[src/rtl/hcvc_pkg.sv]
// Shared types, widths and helpers for the hex cell vertex connectivity core.
// No dependencies; every other RTL file imports this package.
package hcvc_pkg;

    localparam int AXIS_MAX = 1024;

    localparam int CNT_W   = 11;   // cell count register width
    localparam int IDX_W   = 30;   // linear cell index width
    localparam int POS_W   = 10;   // cell position width
    localparam int VTX_W   = 31;   // vertex index width
    localparam int PLANE_W = 21;   // cells in one z plane, up to 2^20
    localparam int REM_W   = 21;   // partial remainder inside the divider chain
    localparam int ADDR_W  = 4;
    localparam int DATA_W  = 32;
    localparam int QBITS   = 10;   // quotient bits per division
    localparam int NUM_STEPS = 2 * QBITS;

    // Register indexes, taken from paddr[3:2].
    localparam logic [1:0] REG_CELLS_X = 2'd0;
    localparam logic [1:0] REG_CELLS_Y = 2'd1;
    localparam logic [1:0] REG_CELLS_Z = 2'd2;

    typedef struct packed {
        logic [CNT_W-1:0] cells_x;
        logic [CNT_W-1:0] cells_y;
        logic [CNT_W-1:0] cells_z;
    } t_cfg;

    // Division state handed from one divider step to the next.
    typedef struct packed {
        logic [REM_W-1:0] rem;
        logic [REM_W-1:0] dsr;
        logic [QBITS-1:0] low;    // dividend bits still to be shifted in
        logic [QBITS-1:0] quo;
    } t_div;

    // Control and side data that travel alongside the division.
    typedef struct packed {
        logic             valid;
        logic             err;
        logic [CNT_W-1:0] nx;
        logic [CNT_W-1:0] ny;
        logic [POS_W-1:0] k;
    } t_side;

    // A count of zero acts as one, and counts above AXIS_MAX saturate.
    function automatic logic [CNT_W-1:0] eff_count(input logic [CNT_W-1:0] r);
        logic [CNT_W-1:0] v;
        if (r == '0) begin
            v = CNT_W'(1);
        end else if (r > CNT_W'(AXIS_MAX)) begin
            v = CNT_W'(AXIS_MAX);
        end else begin
            v = r;
        end
        return v;
    endfunction

endpackage

[src/rtl/hcvc_cfg.sv]
// Configuration registers behind an APB-style port.
// Depends on hcvc_pkg for widths and register indexes.
module hcvc_cfg
    import hcvc_pkg::*;
(
    input  logic              i_clk,
    input  logic              i_rst_n,
    input  logic              psel,
    input  logic              penable,
    input  logic              pwrite,
    input  logic [ADDR_W-1:0] paddr,
    input  logic [DATA_W-1:0] pwdata,
    output logic [DATA_W-1:0] prdata,
    output logic              pready,
    output t_cfg              o_cfg
);

    t_cfg r_cfg;
    logic w_wr;

    assign pready = 1'b1;
    assign w_wr   = psel && penable && pwrite;

    always_ff @(posedge i_clk) begin
        if (!i_rst_n) begin
            r_cfg.cells_x <= CNT_W'(1);
            r_cfg.cells_y <= CNT_W'(1);
            r_cfg.cells_z <= CNT_W'(1);
        end else if (w_wr) begin
            case (paddr[3:2])
                REG_CELLS_X: r_cfg.cells_x <= pwdata[CNT_W-1:0];
                REG_CELLS_Y: r_cfg.cells_y <= pwdata[CNT_W-1:0];
                REG_CELLS_Z: r_cfg.cells_z <= pwdata[CNT_W-1:0];
                default: ;
            endcase
        end
    end

    always_comb begin
        case (paddr[3:2])
            REG_CELLS_X: prdata = DATA_W'(r_cfg.cells_x);
            REG_CELLS_Y: prdata = DATA_W'(r_cfg.cells_y);
            REG_CELLS_Z: prdata = DATA_W'(r_cfg.cells_z);
            default:     prdata = '0;
        endcase
    end

    assign o_cfg = r_cfg;

endmodule

[config.mk]
export PLATFORM = sky130hd
export DESIGN_NAME = hcvc_cfg
export DESIGN_NICKNAME = d
export VERILOG_FILES = /design/src/rtl/hcvc_pkg.sv /design/src/rtl/hcvc_cfg.sv
export SDC_FILE = /design/constraint.sdc
export NUM_CORES = 1
export LEC_CHECK = 0
export BUFFER_PORTS_ARGS = -buffer_cell sky130_fd_sc_hd__clkbuf_2
export CORE_UTILIZATION = 40
export CTS_CLUSTER_DIAMETER = 50
export DETAILED_ROUTE_END_ITERATION = 6
export GPL_ROUTABILITY_DRIVEN = 1
export GPL_TIMING_DRIVEN = 0
export HOLD_SLACK_MARGIN = 0.15
export PLACE_DENSITY = 0.77
export REMOVE_ABC_BUFFERS = 1
export SLEW_MARGIN = 40
export SYNTH_ARGS = -nofsm -noshare
export SYNTH_HDL_FRONTEND = slang
export SYNTH_SLANG_ARGS = --single-unit
[constraint.sdc]
create_clock -name i_clk -period 1.9 [get_ports i_clk]
set_input_delay 0.19 -clock i_clk [delete_from_list [all_inputs] [get_ports i_clk]]
set_output_delay 0.19 -clock i_clk [all_outputs]
set_load 0.03 [all_outputs]
==> flow_summary.toml <==
[die]
core_area_um2 = 3799
fp.dieH_um = 65.87
die-area_um2 = 4338
std_cell_rows = 22
die_w_um = 65.87
io_pins = 107
initial_core_util_pct = 42.95

[layout]
insertedDiodeCount = 0
syn_to_final_growth_pct = 23.01
nets = 282
drive_gt1_share_pct = 30.58
final_cell_mix = "61 x clkbuf_2, 51 x nand2_1, 44 x mux2i_1"
largest_reg_flops = 33
final_common_cell = "clkbuf_2"
design_area_um2 = 2007

[detailed_routing]
first_pass_iters = 4
final_antenna_net_count = 0
vias_per_cell = 4.579
dr_total_vias = 1328
drc = 0
drt_first_iter_violations = 39
routed_wl_um = 3507
wl_per_cell_um = 12.09

[worst_setup_path]
end_kind = "flip-flop"
path_class = "in -> reg"
worstSetupStartpointType = "input port"
slowest_stage = "nand4_1"
critPathArrivalTime_ps = 1790
crit_chain = "clkbuf_2, nor2b_4, nand4_1, buf_6, mux2i_1"
crit_required_ps = 2060
ff2ff_setup_slack_ps = 1250
cp_max_fo = 14
reg2reg_to = "o_cfg[2]"
regToRegStartpoint = "o_cfg[2]"
r2r_cells = 2
max_stage_delay_ps = 440

[cts]
cts_tree = "yes"
cts-buffers-inserted = 5
clock-sinks = 33
clk_root_buffer_cell = "clkbuf_8"
clock_latency_ps = 280
clockBufferDepth = 2
htree_num_levels = 2
clk_pin_slew_worst_paths_ps = 70

[logic_synthesis]
ys_seq_area_share_pct = 40.49
ys_seq_elements = 33
synth_cell_types = 14
netlist_instances = 183
yosys_warnings = 0
synthesis.area_um2 = 1632
syn-mean-instance-area_um2 = 8.916

[grt]
antenna_found_initial = 0
grt_overflow = 0
grt_start_max_net_pins = 45
grt_pass1_wl_um = 5644
grt_pass1_vias = 1176
grt_usage_pct = 17.45

[sta]
period_share_pct = 85.58
rsz0062_at_grt = "no"
timing.hold.ws_ps = 190.5
period_needed_ps = 1626
finalSetupViolCount = 0
max_freq_mhz = 615.0
tns_ps = 0
slew_viol_final = 0
tightest_slew_ps = 812.2
clock_skew_ps = 0
max-slew-margin-rel_pct = 45.85
timing_hold_violations_final = 0
setup_slack_ps = 273.9

[min_path]
hold-path-endpoint = "o_cfg[5]"
hp-class = "in -> reg"
whs_path_depth = 3
holdCritStartpoint = "pwdata[5]"

[placed_design]
dp_hpwl_um = 2437
io_buffers = 61
place_ws_ps = -271.2
gp_congestion = 0.6347
dpl-instance-area_um2 = 1886

[run_status]
status = "complete, no violations"

[pwr]
peakVddDrop_mv = 0.4406
p_leak_uw = 0.001064
power_density_nw_per_um2 = 782.0

[flow_run]
maxCapViolCount = 0
[where the power goes]
part | internal [uW] | total (uW) | switching [uW]
sequential | 701 | 708 | 6.75
combinational | 44.6 | 189 | 144
clock | 427 | 673 | 246
total | 1170 | 1570 | 397
[Yosys cell counts, drive strengths merged]
cell type  count  share of area, %
buf           26                12
clkbuf         7               1.6
conb           2              0.46
dfxtp         33                40
mux2i         44                27
nand2         51                12
nand3          1              0.31
nand4          1              0.38
nor2b          5               1.9
nor3           1              0.31
o21ai         11               3.4
or3b           1              0.69
[metal layers]
layer  up-vias  track usage, %  routed length, um
met5         -               0                  0
met4         0           4.076                 25
met3         4           6.207                236
met2        60           27.30               1520
met1       594           22.67               1724
li1        670               -                  -
[cell families after synthesis]
| group | count (synthesis) | share of synthesized area [%] |
|---|---|---|
| and+or+nand+nor | 60 | 15.34 |
| muxes | 44 | 26.99 |
| DFF | 33 | 40.49 |
| buffers and inverters | 33 | 13.34 |
| AOI/OAI and AO/OA | 11 | 3.374 |
| other | 2 | 0.4603 |
[metrics by stage]
| stage | power [uW] | instances | utilization [%] |
|---|---|---|---|
| after floorplan | 844.2 | 170 | - |
| after global placement | 907.5 | 279 | 48.81 |
| after detailed placement | 911.0 | 282 | 49.64 |
| after CTS | 1590 | 290 | 52.70 |
| after global routing | 1646 | 290 | 52.83 |
| final | 1569 | 290 | 52.83 |
[area by class of cell]
cell class / count / area (um^2)
fillers: 374 / 1792
multi-input cells: 137 / 840.8
flip-flops and latches: 33 / 660.6
repair buffers: 64 / 329.1
clock buffers: 7 / 86.33
well taps: 48 / 60.06
clock inverters: 1 / 30.03
[worst max path at each step]
stage,start,to,slack (ps),cells after the start
6_report,paddr[2],o_cfg[2],270,5
5_1_grt,paddr[2],o_cfg[2],130,5
3_3_place_gp,paddr[2],o_cfg[1],-820,4
3_5_place_dp,paddr[2],o_cfg[2],-270,5
4_1_cts,paddr[2],o_cfg[2],30,5
2_1_floorplan,pwrite,o_cfg[22],180,3
[critical path: cells and delay by family]
family | cells | cell delay [ps]
muxes | 1 | 120
buffers and inverters | 2 | 610
and+or+nand+nor | 2 | 850
[repair_timing]
item	4_1_cts	5_1_grt
endpoints found under the setup margin	0	6
setup buffers	0	0
hold buffers	0	0
gates resized for setup	0	1
Note: power is estimated with default switching activity, not from simulation.
