`config.mk`:
```
export PLATFORM = sky130hd
export DESIGN_NAME = hcvc_vertex
export DESIGN_NICKNAME = d
export VERILOG_FILES = /design/src/rtl/hcvc_pkg.sv /design/src/rtl/hcvc_vertex.sv
export SDC_FILE = /design/constraint.sdc
export NUM_CORES = 2
export LEC_CHECK = 0
export ABC_AREA = 0
export BUFFER_PORTS_ARGS = -buffer_cell sky130_fd_sc_hd__buf_2
export CAP_MARGIN = 20
export CORE_MARGIN = 2
export CORE_UTILIZATION = 60
export CTS_CLUSTER_DIAMETER = 100
export DETAILED_ROUTE_END_ITERATION = 10
export PLACE_DENSITY = 0.8
export SYNTH_ARGS = -nofsm -noshare
export SYNTH_HDL_FRONTEND = slang
export SYNTH_SLANG_ARGS = --single-unit
```
`constraint.sdc`:
```
create_clock -name i_clk -period 20 [get_ports i_clk]
set_clock_uncertainty 0.05 [all_clocks]
set_input_delay 3 -clock i_clk [delete_from_list [all_inputs] [get_ports i_clk]]
set_output_delay 3 -clock i_clk [all_outputs]
set_load 0.05 [all_outputs]
```
`src/rtl/hcvc_pkg.sv`:
```
// Shared types, widths and helpers for the hex cell vertex connectivity core.
// No dependencies; every other RTL file imports this package.
package hcvc_pkg;

    localparam int AXIS_MAX = 1024;

    localparam int CNT_W   = 11;   // cell count register width
    localparam int IDX_W   = 30;   // linear cell index width
    localparam int POS_W   = 10;   // cell position width
    localparam int VTX_W   = 31;   // vertex index width
    localparam int PLANE_W = 21;   // cells in one z plane, up to 2^20
    localparam int REM_W   = 21;   // partial remainder inside the divider chain
    localparam int ADDR_W  = 4;
    localparam int DATA_W  = 32;
    localparam int QBITS   = 10;   // quotient bits per division
    localparam int NUM_STEPS = 2 * QBITS;

    // Register indexes, taken from paddr[3:2].
    localparam logic [1:0] REG_CELLS_X = 2'd0;
    localparam logic [1:0] REG_CELLS_Y = 2'd1;
    localparam logic [1:0] REG_CELLS_Z = 2'd2;

    typedef struct packed {
        logic [CNT_W-1:0] cells_x;
        logic [CNT_W-1:0] cells_y;
        logic [CNT_W-1:0] cells_z;
    } t_cfg;

    // Division state handed from one divider step to the next.
    typedef struct packed {
        logic [REM_W-1:0] rem;
        logic [REM_W-1:0] dsr;
        logic [QBITS-1:0] low;    // dividend bits still to be shifted in
        logic [QBITS-1:0] quo;
    } t_div;

    // Control and side data that travel alongside the division.
    typedef struct packed {
        logic             valid;
        logic             err;
        logic [CNT_W-1:0] nx;
        logic [CNT_W-1:0] ny;
        logic [POS_W-1:0] k;
    } t_side;

    // A count of zero acts as one, and counts above AXIS_MAX saturate.
    function automatic logic [CNT_W-1:0] eff_count(input logic [CNT_W-1:0] r);
        logic [CNT_W-1:0] v;
        if (r == '0) begin
            v = CNT_W'(1);
        end else if (r > CNT_W'(AXIS_MAX)) begin
            v = CNT_W'(AXIS_MAX);
        end else begin
            v = r;
        end
        return v;
    endfunction

endpackage

```
`src/rtl/hcvc_vertex.sv`:
```
// Vertex index pipeline: base vertex from i, j, k, then the eight corners.
// Depends on hcvc_pkg; its last stage is the block's output register.
module hcvc_vertex
    import hcvc_pkg::*;
(
    input  logic             i_clk,
    input  logic             i_rst_n,
    input  logic             i_en,
    input  t_side            i_side,
    input  logic [POS_W-1:0] i_i,
    input  logic [POS_W-1:0] i_j,
    output logic             o_valid,
    output logic [POS_W-1:0] o_cell_i,
    output logic [POS_W-1:0] o_cell_j,
    output logic [POS_W-1:0] o_cell_k,
    output logic [VTX_W-1:0] o_corner_zero,
    output logic [VTX_W-1:0] o_corner_one,
    output logic [VTX_W-1:0] o_corner_two,
    output logic [VTX_W-1:0] o_corner_three,
    output logic [VTX_W-1:0] o_corner_four,
    output logic [VTX_W-1:0] o_corner_five,
    output logic [VTX_W-1:0] o_corner_six,
    output logic [VTX_W-1:0] o_corner_seven,
    output logic             o_index_error
);

    logic r1_valid, r2_valid, r3_valid, r4_valid;
    logic r1_err, r2_err, r3_err;
    logic [POS_W-1:0] r1_i, r1_j, r1_k, r2_i, r2_j, r2_k, r3_i, r3_j, r3_k;
    logic [CNT_W-1:0] r1_vx, r2_vx, r3_vx;
    logic [PLANE_W-1:0] r1_vxy, r1_jvx, r2_vxy, r2_ij, r3_vxy, r3_dyz;
    logic [VTX_W-1:0] r2_kvxy, r3_base;

    logic [CNT_W-1:0] w_vx, w_vy;
    logic [2*CNT_W-1:0] w_vxy_full;
    logic [POS_W+CNT_W-1:0] w_jvx_full;
    logic [POS_W+PLANE_W-1:0] w_kvxy_full;

    assign w_vx        = i_side.nx + CNT_W'(1);
    assign w_vy        = i_side.ny + CNT_W'(1);
    assign w_vxy_full  = w_vx * w_vy;
    assign w_jvx_full  = i_j * w_vx;
    assign w_kvxy_full = r1_k * r1_vxy;

    always_ff @(posedge i_clk) begin
        if (!i_rst_n) begin
            r1_valid <= 1'b0;
            r2_valid <= 1'b0;
            r3_valid <= 1'b0;
            r4_valid <= 1'b0;
        end else if (i_en) begin
            r1_valid <= i_side.valid;
            r2_valid <= r1_valid;
            r3_valid <= r2_valid;
            r4_valid <= r3_valid;
        end
    end

    always_ff @(posedge i_clk) begin
        if (i_en) begin
            r1_err  <= i_side.err;
            r1_i    <= i_i;
            r1_j    <= i_j;
            r1_k    <= i_side.k;
            r1_vx   <= w_vx;
            r1_vxy  <= w_vxy_full[PLANE_W-1:0];
            r1_jvx  <= w_jvx_full[PLANE_W-1:0];

            r2_err  <= r1_err;
            r2_i    <= r1_i;
            r2_j    <= r1_j;
            r2_k    <= r1_k;
            r2_vx   <= r1_vx;
            r2_vxy  <= r1_vxy;
            r2_kvxy <= w_kvxy_full[VTX_W-1:0];
            r2_ij   <= PLANE_W'(r1_jvx + PLANE_W'(r1_i));

            r3_err  <= r2_err;
            r3_i    <= r2_i;
            r3_j    <= r2_j;
            r3_k    <= r2_k;
            r3_vx   <= r2_vx;
            r3_vxy  <= r2_vxy;
            r3_base <= VTX_W'(r2_kvxy + VTX_W'(r2_ij));
            r3_dyz  <= PLANE_W'(r2_vxy + PLANE_W'(r2_vx));

            // An index out of range clears every cell and corner field of the word.
            if (r3_err) begin
                o_cell_i       <= '0;
                o_cell_j       <= '0;
                o_cell_k       <= '0;
                o_corner_zero  <= '0;
                o_corner_one   <= '0;
                o_corner_two   <= '0;
                o_corner_three <= '0;
                o_corner_four  <= '0;
                o_corner_five  <= '0;
                o_corner_six   <= '0;
                o_corner_seven <= '0;
            end else begin
                o_cell_i       <= r3_i;
                o_cell_j       <= r3_j;
                o_cell_k       <= r3_k;
                o_corner_zero  <= r3_base;
                o_corner_one   <= VTX_W'(r3_base + VTX_W'(r3_vxy));
                o_corner_two   <= VTX_W'(r3_base + VTX_W'(r3_vxy) + VTX_W'(1));
                o_corner_three <= VTX_W'(r3_base + VTX_W'(1));
                o_corner_four  <= VTX_W'(r3_base + VTX_W'(r3_vx));
                o_corner_five  <= VTX_W'(r3_base + VTX_W'(r3_dyz));
                o_corner_six   <= VTX_W'(r3_base + VTX_W'(r3_dyz) + VTX_W'(1));
                o_corner_seven <= VTX_W'(r3_base + VTX_W'(r3_vx) + VTX_W'(1));
            end
            o_index_error <= r3_err;
        end
    end

    assign o_valid = r4_valid;

endmodule

```
==> impl_metrics.ini <==
[timing]
grt_setup_unrepaired = false
timing.setup.tns_ns = 0
hold_slack_ns = 0.367
timing.final.setup_violations = 0
timing.final.crit_period_ns = 9.09
fmax_mhz = 110
max_slew.worst_pin.slew_ns = 1.08
hold_viol_final = 0
timing.slew.headroom_pct = 28.0
slew_viol_final = 0
min_period_over_period_pct = 45.4

[final_layout]
final_net_count = 4748
drive_gt1_share_pct = 11.4
layout.core_utilization_pct = 67.4
syn2layout_area_growth_pct = 11.1
n_antenna_cell = 0
final.fill_count = 5104

[worst_setup_path]
critical_path.cell_chain = buf_2 -> ha_1 -> nand3_1 -> xor2_1 -> inv_1 -> nand2_1 -> fa_1 -> fa_1 -> inv_1 -> ha_1 -> inv_1 -> fa_1 -> fa_1 -> inv_1 -> ha_1 -> a21boi_0 -> o21ai_0 -> a21boi_0 -> o21ai_0 -> a21boi_0 -> or3_1 -> a21oi_1 -> o21ai_0 -> xor2_1
worst_path_max_delay_cell = sky130_fd_sc_hd__xor2_1
crit_type = in -> reg
crit_path_max_fanout = 19
data_arrival_time_of_the_critical_path_ns = 9.40
critical_path_s_top_delay_family = adder cells
worst_setup_path_end_kind = flip-flop
critPathMaxStageDelay_ns = 0.54
crit_buf_inv = 5
critical_path_required_ns = 20.32
critical_path.startpoint_type = input port

[global_route]
maximum_number_of_pins_on_one_net_before_global_route_repair = 207
globalRouteTotalUtil_pct = 26.6
antenna_found_initial = 1
number_of_global_route_vias_before_repair = 28556
grt_first_pass_wirelength_um = 150000
grt_residual_overflow = 0

[floorplanning]
die_y_um = 267
initial_utilization_pct = 60.6
coreArea_um2 = 68700
top_ports = 337
die-area_um2 = 71500
std_cell_rows = 96
chipWidth_um = 267

[run]
max_cap_viol_count = 0

[synthesis]
syn-cell-area_um2 = 41700
synth.yosys.warnings = 0
largest_cells_by_area_after_synthesis = sky130_fd_sc_hd__edfxtp_1 (43%), sky130_fd_sc_hd__fa_1 (15%), sky130_fd_sc_hd__ha_1 (8.4%), sky130_fd_sc_hd__inv_1 (4.1%), sky130_fd_sc_hd__xnor2_1 (4.0%)
yosysTopAreaCell = sky130_fd_sc_hd__edfxtp_1
mappedNetlistNets = 4466
async_set_or_reset_register_ratio_after_synthesis_pct = 0
post_synth_inst_count = 3824
synth-edff-count = 593
synthDistinctLibCells = 78
synth.top_cells.by_count = sky130_fd_sc_hd__edfxtp_1 (593), sky130_fd_sc_hd__inv_1 (454), sky130_fd_sc_hd__nor2_1 (355)
synth_top_area_share_pct = 42.8
seq_area_frac_synth_pct = 42.9
yosys_register_bits = 597
synthFlopType = sky130_fd_sc_hd__edfxtp_1
yosys.cell_count.top_type = sky130_fd_sc_hd__edfxtp_1
synthesis.area_per_instance_um2 = 10.9

[clocking]
htree_num_levels = 2
clockBufferDepth = 3
clock_tree_from_tritoncts = built
clock_pin_slew_of_the_registers_on_the_worst_case_setup_and_hold_paths_ns = 0.06
cts_setup_buffers = 0
post_cts_hold_buffer_count = 0
post_cts_resized = 0
number_of_clock_sinks = 597
cts-buffers-inserted = 60
clock_insertion_delay_worst_skew_ns = 0.64
cts_root_buffer = sky130_fd_sc_hd__clkbuf_16

[routing]
drt-total-wl_um = 93900
viasPerCell = 5.64
wl_per_instance_um = 18.5
antenna_violating_nets_post_route = 0
first_pass_iters = 5
via_count = 28715
drt_drc_violations_left = 0
detailedRoute.firstIterationViolations = 2202

[place]
detailedPlacementHpwl_um = 71000
place_congestion = 0.935
io_buffer_count = 336

[worst_hold_path]
min_delay_worst_type = reg -> reg

[run_status]
run_status = complete, no violations
==> stage by stage <==
step                area (um^2)  worst slack, ns  instances
floorplan                 41700            11.33       3824
global placement          44100            10.40       4972
detailed placement        44100            10.15       4972
CTS                       46300            10.83       5084
global route              46300            10.37       5087
finish                    46300            10.91       5087
==> logic make-up after synthesis <==
family,after synthesis,synth area share (%)
flops,597,42.9
buf+inv,588,5.32
xor+xnor,303,6.37
compound gates,426,6.63
simple gates,1314,15.4
fa+ha+maj,585,23.1
mux,11,0.273
==> cell usage in the layout (no fill, tap or decap), drive strengths merged, types with 10 or more instances in the layout <==
cell type  synthesis  final
nand2            341    341
or3               22     22
or2               21     21
nand4             25     25
nand2b            23     23
or4               12     12
nand3             71     71
a21oi            121    121
and2             184    184
nor2b            118    118
inv              454    457
a21boi            23     23
ha               280    280
xnor2            189    189
o21ai             97     97
o2111ai           10     10
fa               305    305
o211ai            12     12
xor2             114    114
a31oi             10     10
o21bai            11     11
nor2             355    355
nor3              61     61
a211oi            12     12
nor4              20     20
clkbuf           124     76
a21o              55     55
edfxtp           593    593
o21a              17     17
buf                7    350
and3              32     32
clkinv             3     20
bufinv             0     13
==> metal layers <==
metal	GRT usage, %	wire [um]	vias up
li1	-	-	13417
met1	34.6	38000	14055
met2	46.7	47200	1060
met3	2.80	5510	183
met4	9.03	3160	0
met5	0	0	-
==> layout make-up <==
class	instances	area, um^2	share of cell area, %
clock inverters	37	551	1.19
well taps	931	1160	2.52
repair buffers	351	1840	3.98
clock buffers	75	1580	3.41
flip-flops and latches	597	17900	38.6
inverters	457	1720	3.71
multi-input cells	2639	21600	46.6
==> path summary, 6_finish.rpt <==
check	start	endpoint	slack, ns	cells past startpoint
worst min register to register	r2_i[8]	r3_i[8]	0.37	0
worst min-delay path	r2_i[8]	r3_i[8]	0.37	0
worst max-delay path	i_side[21]	r1_vxy[19]	10.91	24
worst max register to register	r1_k[3]	r2_kvxy[30]	13.05	22
Power is left out: the tool's default activity adds up to more than one toggle a clock period on the data nets, which glitch-free logic cannot reach.
