<file path="config.mk">
export PLATFORM = sky130hd
export DESIGN_NAME = hcvc_div_cell
export DESIGN_NICKNAME = d
export VERILOG_FILES = /design/src/rtl/hcvc_pkg.sv /design/src/rtl/hcvc_div_cell.sv
export SDC_FILE = /design/constraint.sdc
export NUM_CORES = 1
export LEC_CHECK = 0
export BUFFER_PORTS_ARGS = -buffer_cell sky130_fd_sc_hd__buf_2
export CAP_MARGIN = 30
export CELL_PAD_IN_SITES_DETAIL_PLACEMENT = 1
export CELL_PAD_IN_SITES_GLOBAL_PLACEMENT = 1
export CORE_UTILIZATION = 33
export CTS_CLUSTER_SIZE = 28
export DETAILED_ROUTE_END_ITERATION = 12
export PLACE_DENSITY_LB_ADDON = 0.1
export SYNTH_ARGS = -nofsm -noshare
export SYNTH_HDL_FRONTEND = slang
export SYNTH_SLANG_ARGS = --single-unit
</file>
<file path="constraint.sdc">
create_clock -name i_clk -period 2.8 [get_ports i_clk]
set_clock_uncertainty 0.15 [all_clocks]
set_input_delay 0.42 -clock i_clk [delete_from_list [all_inputs] [get_ports i_clk]]
set_output_delay 0.42 -clock i_clk [all_outputs]
set_load 0.05 [all_outputs]
</file>
<file path="src/rtl/hcvc_pkg.sv">
// Shared types, widths and helpers for the hex cell vertex connectivity core.
// No dependencies; every other RTL file imports this package.
package hcvc_pkg;

    localparam int AXIS_MAX = 1024;

    localparam int CNT_W   = 11;   // cell count register width
    localparam int IDX_W   = 30;   // linear cell index width
    localparam int POS_W   = 10;   // cell position width
    localparam int VTX_W   = 31;   // vertex index width
    localparam int PLANE_W = 21;   // cells in one z plane, up to 2^20
    localparam int REM_W   = 21;   // partial remainder inside the divider chain
    localparam int ADDR_W  = 4;
    localparam int DATA_W  = 32;
    localparam int QBITS   = 10;   // quotient bits per division
    localparam int NUM_STEPS = 2 * QBITS;

    // Register indexes, taken from paddr[3:2].
    localparam logic [1:0] REG_CELLS_X = 2'd0;
    localparam logic [1:0] REG_CELLS_Y = 2'd1;
    localparam logic [1:0] REG_CELLS_Z = 2'd2;

    typedef struct packed {
        logic [CNT_W-1:0] cells_x;
        logic [CNT_W-1:0] cells_y;
        logic [CNT_W-1:0] cells_z;
    } t_cfg;

    // Division state handed from one divider step to the next.
    typedef struct packed {
        logic [REM_W-1:0] rem;
        logic [REM_W-1:0] dsr;
        logic [QBITS-1:0] low;    // dividend bits still to be shifted in
        logic [QBITS-1:0] quo;
    } t_div;

    // Control and side data that travel alongside the division.
    typedef struct packed {
        logic             valid;
        logic             err;
        logic [CNT_W-1:0] nx;
        logic [CNT_W-1:0] ny;
        logic [POS_W-1:0] k;
    } t_side;

    // A count of zero acts as one, and counts above AXIS_MAX saturate.
    function automatic logic [CNT_W-1:0] eff_count(input logic [CNT_W-1:0] r);
        logic [CNT_W-1:0] v;
        if (r == '0) begin
            v = CNT_W'(1);
        end else if (r > CNT_W'(AXIS_MAX)) begin
            v = CNT_W'(AXIS_MAX);
        end else begin
            v = r;
        end
        return v;
    endfunction

endpackage

</file>
<file path="src/rtl/hcvc_div_cell.sv">
// One restoring division step: shift in a dividend bit, compare, subtract.
// Depends on hcvc_pkg; instantiated as a chain in the top level.
module hcvc_div_cell
    import hcvc_pkg::*;
(
    input  logic  i_clk,
    input  logic  i_rst_n,
    input  logic  i_en,
    input  t_div  i_div,
    input  t_side i_side,
    output t_div  o_div,
    output t_side o_side
);

    t_div           r_div, n_div;
    t_side          r_side;
    logic [REM_W:0] w_trial;
    logic           w_ge;

    assign w_trial = {i_div.rem, i_div.low[QBITS-1]};
    assign w_ge    = w_trial >= {1'b0, i_div.dsr};

    always_comb begin
        n_div.dsr = i_div.dsr;
        n_div.low = {i_div.low[QBITS-2:0], 1'b0};
        n_div.quo = {i_div.quo[QBITS-2:0], w_ge};
        if (w_ge) begin
            n_div.rem = REM_W'(w_trial - {1'b0, i_div.dsr});
        end else begin
            n_div.rem = REM_W'(w_trial);
        end
    end

    always_ff @(posedge i_clk) begin
        if (!i_rst_n) begin
            r_side.valid <= 1'b0;
        end else if (i_en) begin
            r_side <= i_side;
        end
    end

    always_ff @(posedge i_clk) begin
        if (i_en) begin
            r_div <= n_div;
        end
    end

    assign o_div  = r_div;
    assign o_side = r_side;

endmodule

</file>
==> results of run 1 <==
==> area by class of cell <==
type | instances | area [um2]
clock inverter | 6 | 97.59
tap | 176 | 220.2
inverter | 28 | 125.1
multi-input combinational | 191 | 1491
timing repair buffer | 238 | 1319
fill | 1483 | 6960
sequential | 95 | 2843
clock buffer | 10 | 239.0
==> sequential cells by signal, summed over array words and instances, names as in the netlist <==
name / flops
o_div: 61
o_side: 34
==> metal layers <==
metal / track usage / routed length [um] / share of wire / vias to the layer above
met3: 0.04598 / 804 / 0.066 / 15
met4: 0.06566 / 221 / 0.018 / 0
met2: 0.3041 / 5924 / 0.49 / 145
li1: - / - / - / 1710
met5: 0 / 0 / 0 / -
met1: 0.2148 / 5230 / 0.43 / 1699
==> synth_stat cells (2+ instances only) <==
cell | number | area, um2
nor2_1 | 11 | 41.29
nand2_1 | 15 | 56.30
o21ai_0 | 9 | 45.04
inv_1 | 27 | 101.4
mux2i_1 | 2 | 20.02
mux2_4 | 9 | 135.1
and4_1 | 3 | 26.28
edfxtp_1 | 94 | 2823
a21oi_1 | 19 | 95.09
a21oi_2 | 3 | 26.28
buf_6 | 2 | 22.52
o21ai_1 | 2 | 10.01
xnor2_1 | 7 | 61.31
nor3_1 | 4 | 20.02
and2_1 | 2 | 12.51
mux2_2 | 7 | 78.83
a211oi_1 | 6 | 45.04
ha_1 | 21 | 262.8
xor2_1 | 5 | 43.79
o31ai_1 | 7 | 52.55
nand3_1 | 4 | 20.02
o21bai_1 | 2 | 15.01
and3_1 | 2 | 12.51
a31oi_1 | 2 | 12.51
a21boi_0 | 2 | 15.01
o211ai_1 | 7 | 52.55
nand4_1 | 7 | 43.79
buf_2 | 7 | 35.03
o21a_1 | 7 | 52.55
nor2b_1 | 4 | 25.02
a21o_1 | 9 | 67.56
==> worst max path at each step <==
| stage | to | slack [ps] | depth (start not counted) |
|---|---|---|---|
| after floorplan | o_div[49]$_DFFE_PP_ | -80 | 13 |
| after detailed placement | o_div[42]$_DFFE_PP_ | -240 | 12 |
| after global placement | o_div[42]$_DFFE_PP_ | -200 | 12 |
| after CTS | o_div[42]$_DFFE_PP_ | 140 | 12 |
| after global routing | o_div[42]$_DFFE_PP_ | 30 | 12 |
| final | o_div[42]$_DFFE_PP_ | 140 | 12 |
==> cell families after synthesis <==
logic type | synth area share
xor gates and xnor gates | 0.02327
DFF | 0.6294
and+or+nand+nor | 0.06066
muxes | 0.05180
adders and majority gates | 0.06260
AOI/OAI and AO/OA | 0.1263
buffers and inverters | 0.04515
other | 0.0008302
==> power by group through the flow <==
| stage | clock network [W] | logic [W] | registers [W] |
|---|---|---|---|
| after floorplan | 0 | 0.000353 | 0.00224 |
| final | 0.00138 | 0.00118 | 0.00175 |
| after global routing | 0.00148 | 0.00126 | 0.00176 |
| after detailed placement | 0 | 0.00119 | 0.00178 |
| after CTS | 0.00143 | 0.00119 | 0.00175 |
| after global placement | 0 | 0.00118 | 0.00178 |
==> cells in the final DEF (no fill, tap or decap), drive strengths merged, types with 4 or more instances in the layout <==
master  count
buf       238
edfxtp     94
inv        31
a21oi      22
ha         21
mux2       16
nand2      15
nor2       11
o21ai      11
clkbuf     10
a21o        9
nand4       7
o211ai      7
o21a        7
o31ai       7
xnor2       7
a211oi      6
xor2        5
nand3       4
nor2b       4
nor3        4
==> stage by stage <==
| stage | TNS, ps | hold WS (ps) | setup WS [ps] | utilization |
|---|---|---|---|---|
| 2_1_floorplan | -698.5 | 368.9 | -77.61 | - |
| 3_3_place_gp | -3085 | 345.8 | -196.6 | 0.4512 |
| 3_5_place_dp | -3577 | 384.7 | -239.9 | 0.4512 |
| 4_1_cts | 0 | 77.36 | 136.3 | 0.4765 |
| 5_1_grt | 0 | 74.85 | 34.39 | 0.4765 |
| 6_report | 0 | 95.72 | 143.6 | 0.4765 |
==> qor.txt, run 1 <==
Outcome -> completed
Largest net degree at the start of global routing -> 63
Initial core utilization -> 0.3397
First-pass GRT wire length -> 19.30 mm
Max cap viols -> 0
CP Launch Type -> input pin
Static leakage -> 2.840 nW
Worst-path cell chain -> buf_2, inv_12, ha_4, inv_2, fa_2, a21oi_2, o211ai_1, a21oi_2, o21ba_4, o21a_1, buf_4, mux2_2
Pre-Repair DR Iteration Count -> 4
Number of antenna cells inserted -> 0
Number of synthesized flops with an enable pin -> 94
I/O pin cnt -> 195
Post-synthesis cell count -> 327
Worst Setup End Kind -> flop
CORE AREA -> 0.01330 mm2
Pwr Density -> 680.8 mW/mm2
Post-DRT Antenna Nets -> 0
Synth Register Bits -> 95
P_int -> 0.002926 W
Crit Path Class -> in2reg
Number of gates resized after cts -> 0
Length in cells of the worst reg-to-reg path -> 2
Port Buffers -> 192
Die area -> 0.01416 mm2
Clock Latency Late Sink -> 340 ps
Register area share after synthesis -> 0.6294
Vias in the first global route -> 3759
Clock power share -> 0.320
Wire length per cell -> 16.37 um
GRT Util Overall -> 0.1780
Hold Path Sink -> o_div[12]$_DFFE_PP_
Cts hold-fix bufs -> 0
Mapped Area -> 0.004517 mm2
CTS tree -> done
Area Overhead vs Synth -> 40.25%
Share of synthesized flip-flops with an asynchronous set or reset -> 0
Reg2Reg Launch Point -> o_side[33]$_SDFFE_PN0P_
Total power -> 0.004313 W
Ys Warns -> 0
P_sw -> 0.001387 W
Die Height -> 119.0 um
Initial antenna violation count -> 1
Cell mode on critical path -> a21oi_2
Worst hold path class -> in2reg
Reg2reg setup slack -> 2050 ps
Sw frac -> 0.3216
Worst Hold Depth -> 1
Cell family with most CP delay -> compound AO/OA/AOI/OAI gates
DR vias -> 3569
Row count -> 42
Logic gate share of total power -> 0.274
Htree depth -> 3
Hold Violations, Final -> 0
DR vias/cell -> 4.797
Post-route insts no fill -> 744
Share of layout cells above drive strength 1 -> 0.4912
Unrepaired setup endpoints after global routing -> no
CTS buffer count -> 9
Final wirelength -> 12.18 mm
F_max -> 376.4 MHz
Hold Startpoint -> i_div[11]
WP data required -> 2750 ps
Worst path max stage delay -> 360 ps
DR iter-0 viols -> 257
Critical Path AT -> 2610 ps
Crit-path max FO -> 3
Final Max Slew Viols -> 0
Die Width -> 119.0 um
Avg Cell Area, Syn -> 13.81 um2
CTS clk-pin slew, worst paths -> 70 ps
Peak VDD IR -> 0.0003773 V
Clock sinks -> 95
Slowest cell on crit path -> fa_2
Dpl hpwl -> 9.720 mm
Root Buffer -> clkbuf_16
Final Cell Area -> 0.006335 mm2
Final Setup Violations -> 0
Worst Setup SP -> i_div[19]
Minimum clock period after layout -> 2656 ps
Remaining Overflow, GRT -> 0
Post-synth cell types -> 50
Placed Cells -> 728
# nets final -> 684
Worst Path Buf+Inv -> 4
Syn nets -> 448
R2r endpoint -> o_side[33]$_SDFFE_PN0P_
Remaining DRCs -> 0
Clock Tree Buf Depth -> 2
Post-CTS Setup Inserts -> 0
RePlAce Congestion -> 0.8182
Sequential power share -> 0.406
Final worst path period share -> 0.9487
Dpl cell area -> 0.005998 mm2
Main flop type after synthesis -> edfxtp_1
No activity file was read; power rests on OpenSTA's default activity.
==> run 2, diff against run 1 <==
--- a/config.mk
+++ b/config.mk
@@ -5,10 +5,11 @@
 export SDC_FILE = /design/constraint.sdc
 export NUM_CORES = 1
 export LEC_CHECK = 0
-export BUFFER_PORTS_ARGS = -buffer_cell sky130_fd_sc_hd__buf_2
+export BUFFER_PORTS_ARGS = -buffer_cell sky130_fd_sc_hd__buf_4
 export CAP_MARGIN = 30
-export CELL_PAD_IN_SITES_DETAIL_PLACEMENT = 1
+export CELL_PAD_IN_SITES_DETAIL_PLACEMENT = 0
 export CELL_PAD_IN_SITES_GLOBAL_PLACEMENT = 1
+export CORE_ASPECT_RATIO = 1.5
 export CORE_UTILIZATION = 33
 export CTS_CLUSTER_SIZE = 28
 export DETAILED_ROUTE_END_ITERATION = 12
==> qor.txt, run 2 (synthesis gave the netlist of run 1 again) <==
Hold Violations, Final -> 0
Die Height -> 145.3 um
Peak VDD IR -> 0.0002779 V
Static leakage -> 2.994 nW
Outcome -> completed
CTS buffer count -> 9
GRT Util Overall -> 0.1691
Most common cell after layout, fill and taps aside -> buf_4
Worst Setup End Kind -> flop
Final Max Slew Viols -> 0
Final wirelength -> 11.82 mm
Clock Latency Late Sink -> 340 ps
Crit Path Class -> in2reg
Max cap viols -> 0
Largest net degree at the start of global routing -> 44
Post-CTS Setup Inserts -> 0
Max-slew headroom -> 0.5881
Area Overhead vs Synth -> 49.64%
RePlAce Congestion -> 0.8215
Critical Path AT -> 2690 ps
Post-route insts no fill -> 733
DR iter-0 viols -> 128
Worst hold path class -> in2reg
Most Crowded Layer GR -> met2
WP data required -> 2870 ps
Grt met3 use -> 0.03613
# nets final -> 687
DR vias/cell -> 4.842
I/O pin cnt -> 195
First-pass GRT wire length -> 18.69 mm
Row count -> 52
CORE AREA -> 0.01340 mm2
Post-DRT Antenna Nets -> 0
Remaining DRCs -> 0
Initial core utilization -> 0.3370
Dpl hpwl -> 9.168 mm
Htree depth -> 3
F_max -> 382.4 MHz
GR Util met2 -> 0.3245
Cts hold-fix bufs -> 0
Port Buffers -> 192
Placed Cells -> 717
CTS clk-pin slew, worst paths -> 70 ps
Wire length per cell -> 16.13 um
Met1 Use GR -> 0.1794
CTS tree -> done
Max reg flops -> 61
Unrepaired setup endpoints after global routing -> no
Final Setup Violations -> 0
Clock Tree Buf Depth -> 2
Number of antenna cells inserted -> 0
DR vias -> 3549
Die area -> 0.01417 mm2
Pre-Repair DR Iteration Count -> 4
Minimum clock period after layout -> 2615 ps
Worst Tran Pin Value -> 617.8 ps
Pwr Density -> 628.3 mW/mm2
Remaining Overflow, GRT -> 0
CP Launch Type -> input pin
Share of layout cells above drive strength 1 -> 0.4939
Crit-path max FO -> 4
Die Width -> 97.53 um
Clock sinks -> 95
Final worst path period share -> 0.9340
# fillers -> 1239
Initial antenna violation count -> 0
Total power -> 0.004246 W
Most frequent cells in the layout -> buf_4 (241), edfxtp_1 (94), inv_1 (25)
Root Buffer -> clkbuf_16
Vias in the first global route -> 3726
Number of gates resized after cts -> 0
==> run 2: critical path, stage by stage <==
cell	delay [ps]
buf_4	80
inv_1	40
ha_1	300
nand4_1	150
or4_1	570
o21ai_1	170
a21oi_2	60
o21a_1	190
buf_4	180
o31ai_1	350
buf_4	170
==> run 2: area by class of cell <==
type,count,area (um2),area share
sequential,95,2843,0.4206
timing repair buffer,241,1809,0.2677
multi-input combinational,191,1491,0.2207
clock buffer,9,225.2,0.03332
tap,162,202.7,0.02999
inverter,28,125.1,0.01851
clock inverter,7,62.56,0.009256
==> run 2: final timing paths <==
kind | cells after the start | from | slack (ps) | endpoint
worst max-delay path | 11 | i_div[30] | 180 | o_div[56]$_DFFE_PP_
worst min-delay path | 1 | i_div[4] | 90 | o_div[5]$_DFFE_PP_
worst max register to register | 2 | o_side[33]$_SDFFE_PN0P_ | 2040 | o_side[33]$_SDFFE_PN0P_
worst min register to register | 2 | o_side[33]$_SDFFE_PN0P_ | 400 | o_side[33]$_SDFFE_PN0P_
==> run 2: per-layer routing <==
metal / share of wire / up-vias
li1: - / 1716
met1: 0.38 / 1688
met2: 0.55 / 131
met3: 0.056 / 14
met4: 0.014 / 0
met5: 0 / -
==> run 2: through the flow <==
stage          hold slack, ps  TNS (ps)    util  area [um2]  setup slack [ps]
2_1_floorplan           368.9    -698.5       -        4553            -77.61
3_5_place_dp            367.2     -2426  0.4828        6471            -182.0
3_3_place_gp            350.5     -2252  0.4828        6471            -205.3
4_1_cts                 80.04         0  0.5043        6759             180.0
6_report                93.71         0  0.5043        6759             184.9
5_1_grt                 76.38         0  0.5043        6759             91.54
==> run 2: report_power, final <==
group          switching (W)  internal [W]  total, W  leakage [nW]
Combinational       0.000788      0.000497   0.00129          1.93
Clock               0.000583      0.000624   0.00121         0.144
Sequential         0.0000357       0.00172   0.00175         0.915
Total                0.00141       0.00284   0.00425          2.99
==> run 3, diff against run 2 <==
--- a/config.mk
+++ b/config.mk
@@ -10,7 +10,7 @@
 export CELL_PAD_IN_SITES_DETAIL_PLACEMENT = 0
 export CELL_PAD_IN_SITES_GLOBAL_PLACEMENT = 1
 export CORE_ASPECT_RATIO = 1.5
-export CORE_UTILIZATION = 33
+export CORE_UTILIZATION = 40
 export CTS_CLUSTER_SIZE = 28
 export DETAILED_ROUTE_END_ITERATION = 12
 export PLACE_DENSITY_LB_ADDON = 0.1
==> constraint.sdc (replaced) <==
create_clock -name i_clk -period 3.3 [get_ports i_clk]
set_clock_uncertainty 0.15 [all_clocks]
set_input_delay 0.495 -clock i_clk [delete_from_list [all_inputs] [get_ports i_clk]]
set_output_delay 0.495 -clock i_clk [all_outputs]
set_load 0.05 [all_outputs]
==> qor.txt, run 3 (synthesis gave the netlist of run 1 again) <==
First-pass GRT wire length -> 16.92 mm
DR vias -> 3446
# nets final -> 659
RePlAce Congestion -> 0.8286
Root Buffer -> clkbuf_16
Unrepaired setup endpoints after global routing -> no
CP Launch Type -> input pin
Worst Path Buf+Inv -> 4
Final Max Slew Viols -> 0
Cell family with most CP delay -> compound AO/OA/AOI/OAI gates
Worst hold path class -> in2reg
Peak VDD IR -> 0.0002720 V
Remaining Overflow, GRT -> 0
Most common cell after layout, fill and taps aside -> buf_4
Final worst path period share -> 0.8563
Share of layout cells above drive strength 1 -> 0.4604
Cts hold-fix bufs -> 0
Max reg flops -> 61
Hold Violations, Final -> 0
Reg2Reg Launch Point -> o_side[33]$_SDFFE_PN0P_
Setup TNS -> 0 ps
Worst Hold Depth -> 1
Post-DRT Antenna Nets -> 0
Row count -> 47
Worst-path cell chain -> buf_4, inv_1, ha_1, inv_1, fa_1, a21oi_2, o211ai_1, a21oi_2, o21ba_2, o21a_1, inv_6, mux2_4
Pre-Repair DR Iteration Count -> 4
Clock Latency Late Sink -> 340 ps
Outcome -> completed
Area Overhead vs Synth -> 43.82%
Post-CTS Setup Inserts -> 0
Hold Path Sink -> o_side[7]$_DFFE_PP_
Minimum clock period after layout -> 2826 ps
Vias in the first global route -> 3475
GRT Util Overall -> 0.1927
F_max -> 353.9 MHz
WP data required -> 3240 ps
Length in cells of the worst reg-to-reg path -> 2
Worst Setup End Kind -> flop
Most frequent cells in the layout -> buf_4 (213), edfxtp_1 (94), inv_1 (27)
Number of gates resized after cts -> 0
R2r endpoint -> o_side[33]$_SDFFE_PN0P_
Critical Path AT -> 2770 ps
Pre-CTS WS -> 80.56 ps
Largest net degree at the start of global routing -> 34
Crit Path Class -> in2reg
Max cap viols -> 0
Clock Tree Buf Depth -> 2
Hold Startpoint -> i_side[7]
Number of antenna cells inserted -> 0
Static leakage -> 2.839 nW
CTS tree -> done
Die Width -> 88.77 um
Crit-path max FO -> 16
Final wirelength -> 10.93 mm
Htree depth -> 3
DR iter-0 viols -> 137
Die Height -> 132.1 um
Initial antenna violation count -> 0
CTS buffer count -> 9
Final Setup Violations -> 0
Port Buffers -> 192
Total power -> 0.003523 W
CORE AREA -> 0.01100 mm2
Worst setup slack after layout -> 474.3 ps
Pwr Density -> 542.3 mW/mm2
Slowest cell on crit path -> fa_1
Clock sinks -> 95
Seq. cell area -> 0.002843 mm2
Reg2reg setup slack -> 2550 ps
Worst path max stage delay -> 420 ps
Multi-input logic area -> 0.001470 mm2
DR vias/cell -> 4.994
Remaining DRCs -> 0
Die area -> 0.01173 mm2
Initial core utilization -> 0.4107
# fillers -> 920
Wire length per cell -> 15.84 um
CTS clk-pin slew, worst paths -> 70 ps
Dpl hpwl -> 8.528 mm
I/O pin cnt -> 195
-- run 3: worst reg2reg max path, cell delays in order (launching register included) --
cell	delay, ps
dfxtp_1	310
mux2i_1	130
nor2b_1	60
-- run 3: layer usage --
layer  part of all wire  track usage  up-vias  wire length [um]
met4              0.033      0.09319        0               358
met5                  0            0        -                 0
met2               0.55       0.3564      148              5976
li1                   -            -     1662                 -
met1               0.35       0.1993     1609              3812
met3              0.072      0.03882       27               782
-- run 3: cell type report --
class / count / area share
Inverter: 28 / 0.01695
Clock buffer: 9 / 0.03467
Tap cell: 147 / 0.02831
Clock inverter: 7 / 0.01002
Timing Repair Buffer: 213 / 0.2461
Sequential cell: 95 / 0.4376
Multi-Input combinational cell: 191 / 0.2263
-- run 3: worst max-delay path by stage --
stage / start / endpoint / slack, ps / cells past startpoint
2_1_floorplan: i_div[19] / o_div[49]$_DFFE_PP_ / 260 / 13
3_5_place_dp: i_div[19] / o_div[51]$_DFFE_PP_ / 80 / 12
3_3_place_gp: i_div[19] / o_div[52]$_DFFE_PP_ / 140 / 12
6_report: i_div[19] / o_div[51]$_DFFE_PP_ / 470 / 12
4_1_cts: i_div[19] / o_div[55]$_DFFE_PP_ / 450 / 12
5_1_grt: i_div[19] / o_div[53]$_DFFE_PP_ / 290 / 12
-- run 3: through the flow --
| step | hold WS, ps | cells | area [um2] | utilization |
|---|---|---|---|---|
| floorplan | 443.9 | 327 | 4517 | - |
| finish | 172.9 | 690 | 6496 | 0.5907 |
| detailed placement | 378.0 | 674 | 6206 | 0.5643 |
| global route | 159.1 | 690 | 6496 | 0.5907 |
| global placement | 354.6 | 674 | 6206 | 0.5643 |
| CTS | 154.8 | 690 | 6496 | 0.5907 |
-- run 3: report_power, final --
part / internal, W / switching (W) / leakage (nW)
clock network: 0.000525 / 0.000470 / 0.132
logic: 0.000383 / 0.000658 / 1.79
registers: 0.00146 / 0.0000288 / 0.915
total: 0.00237 / 0.00116 / 2.84
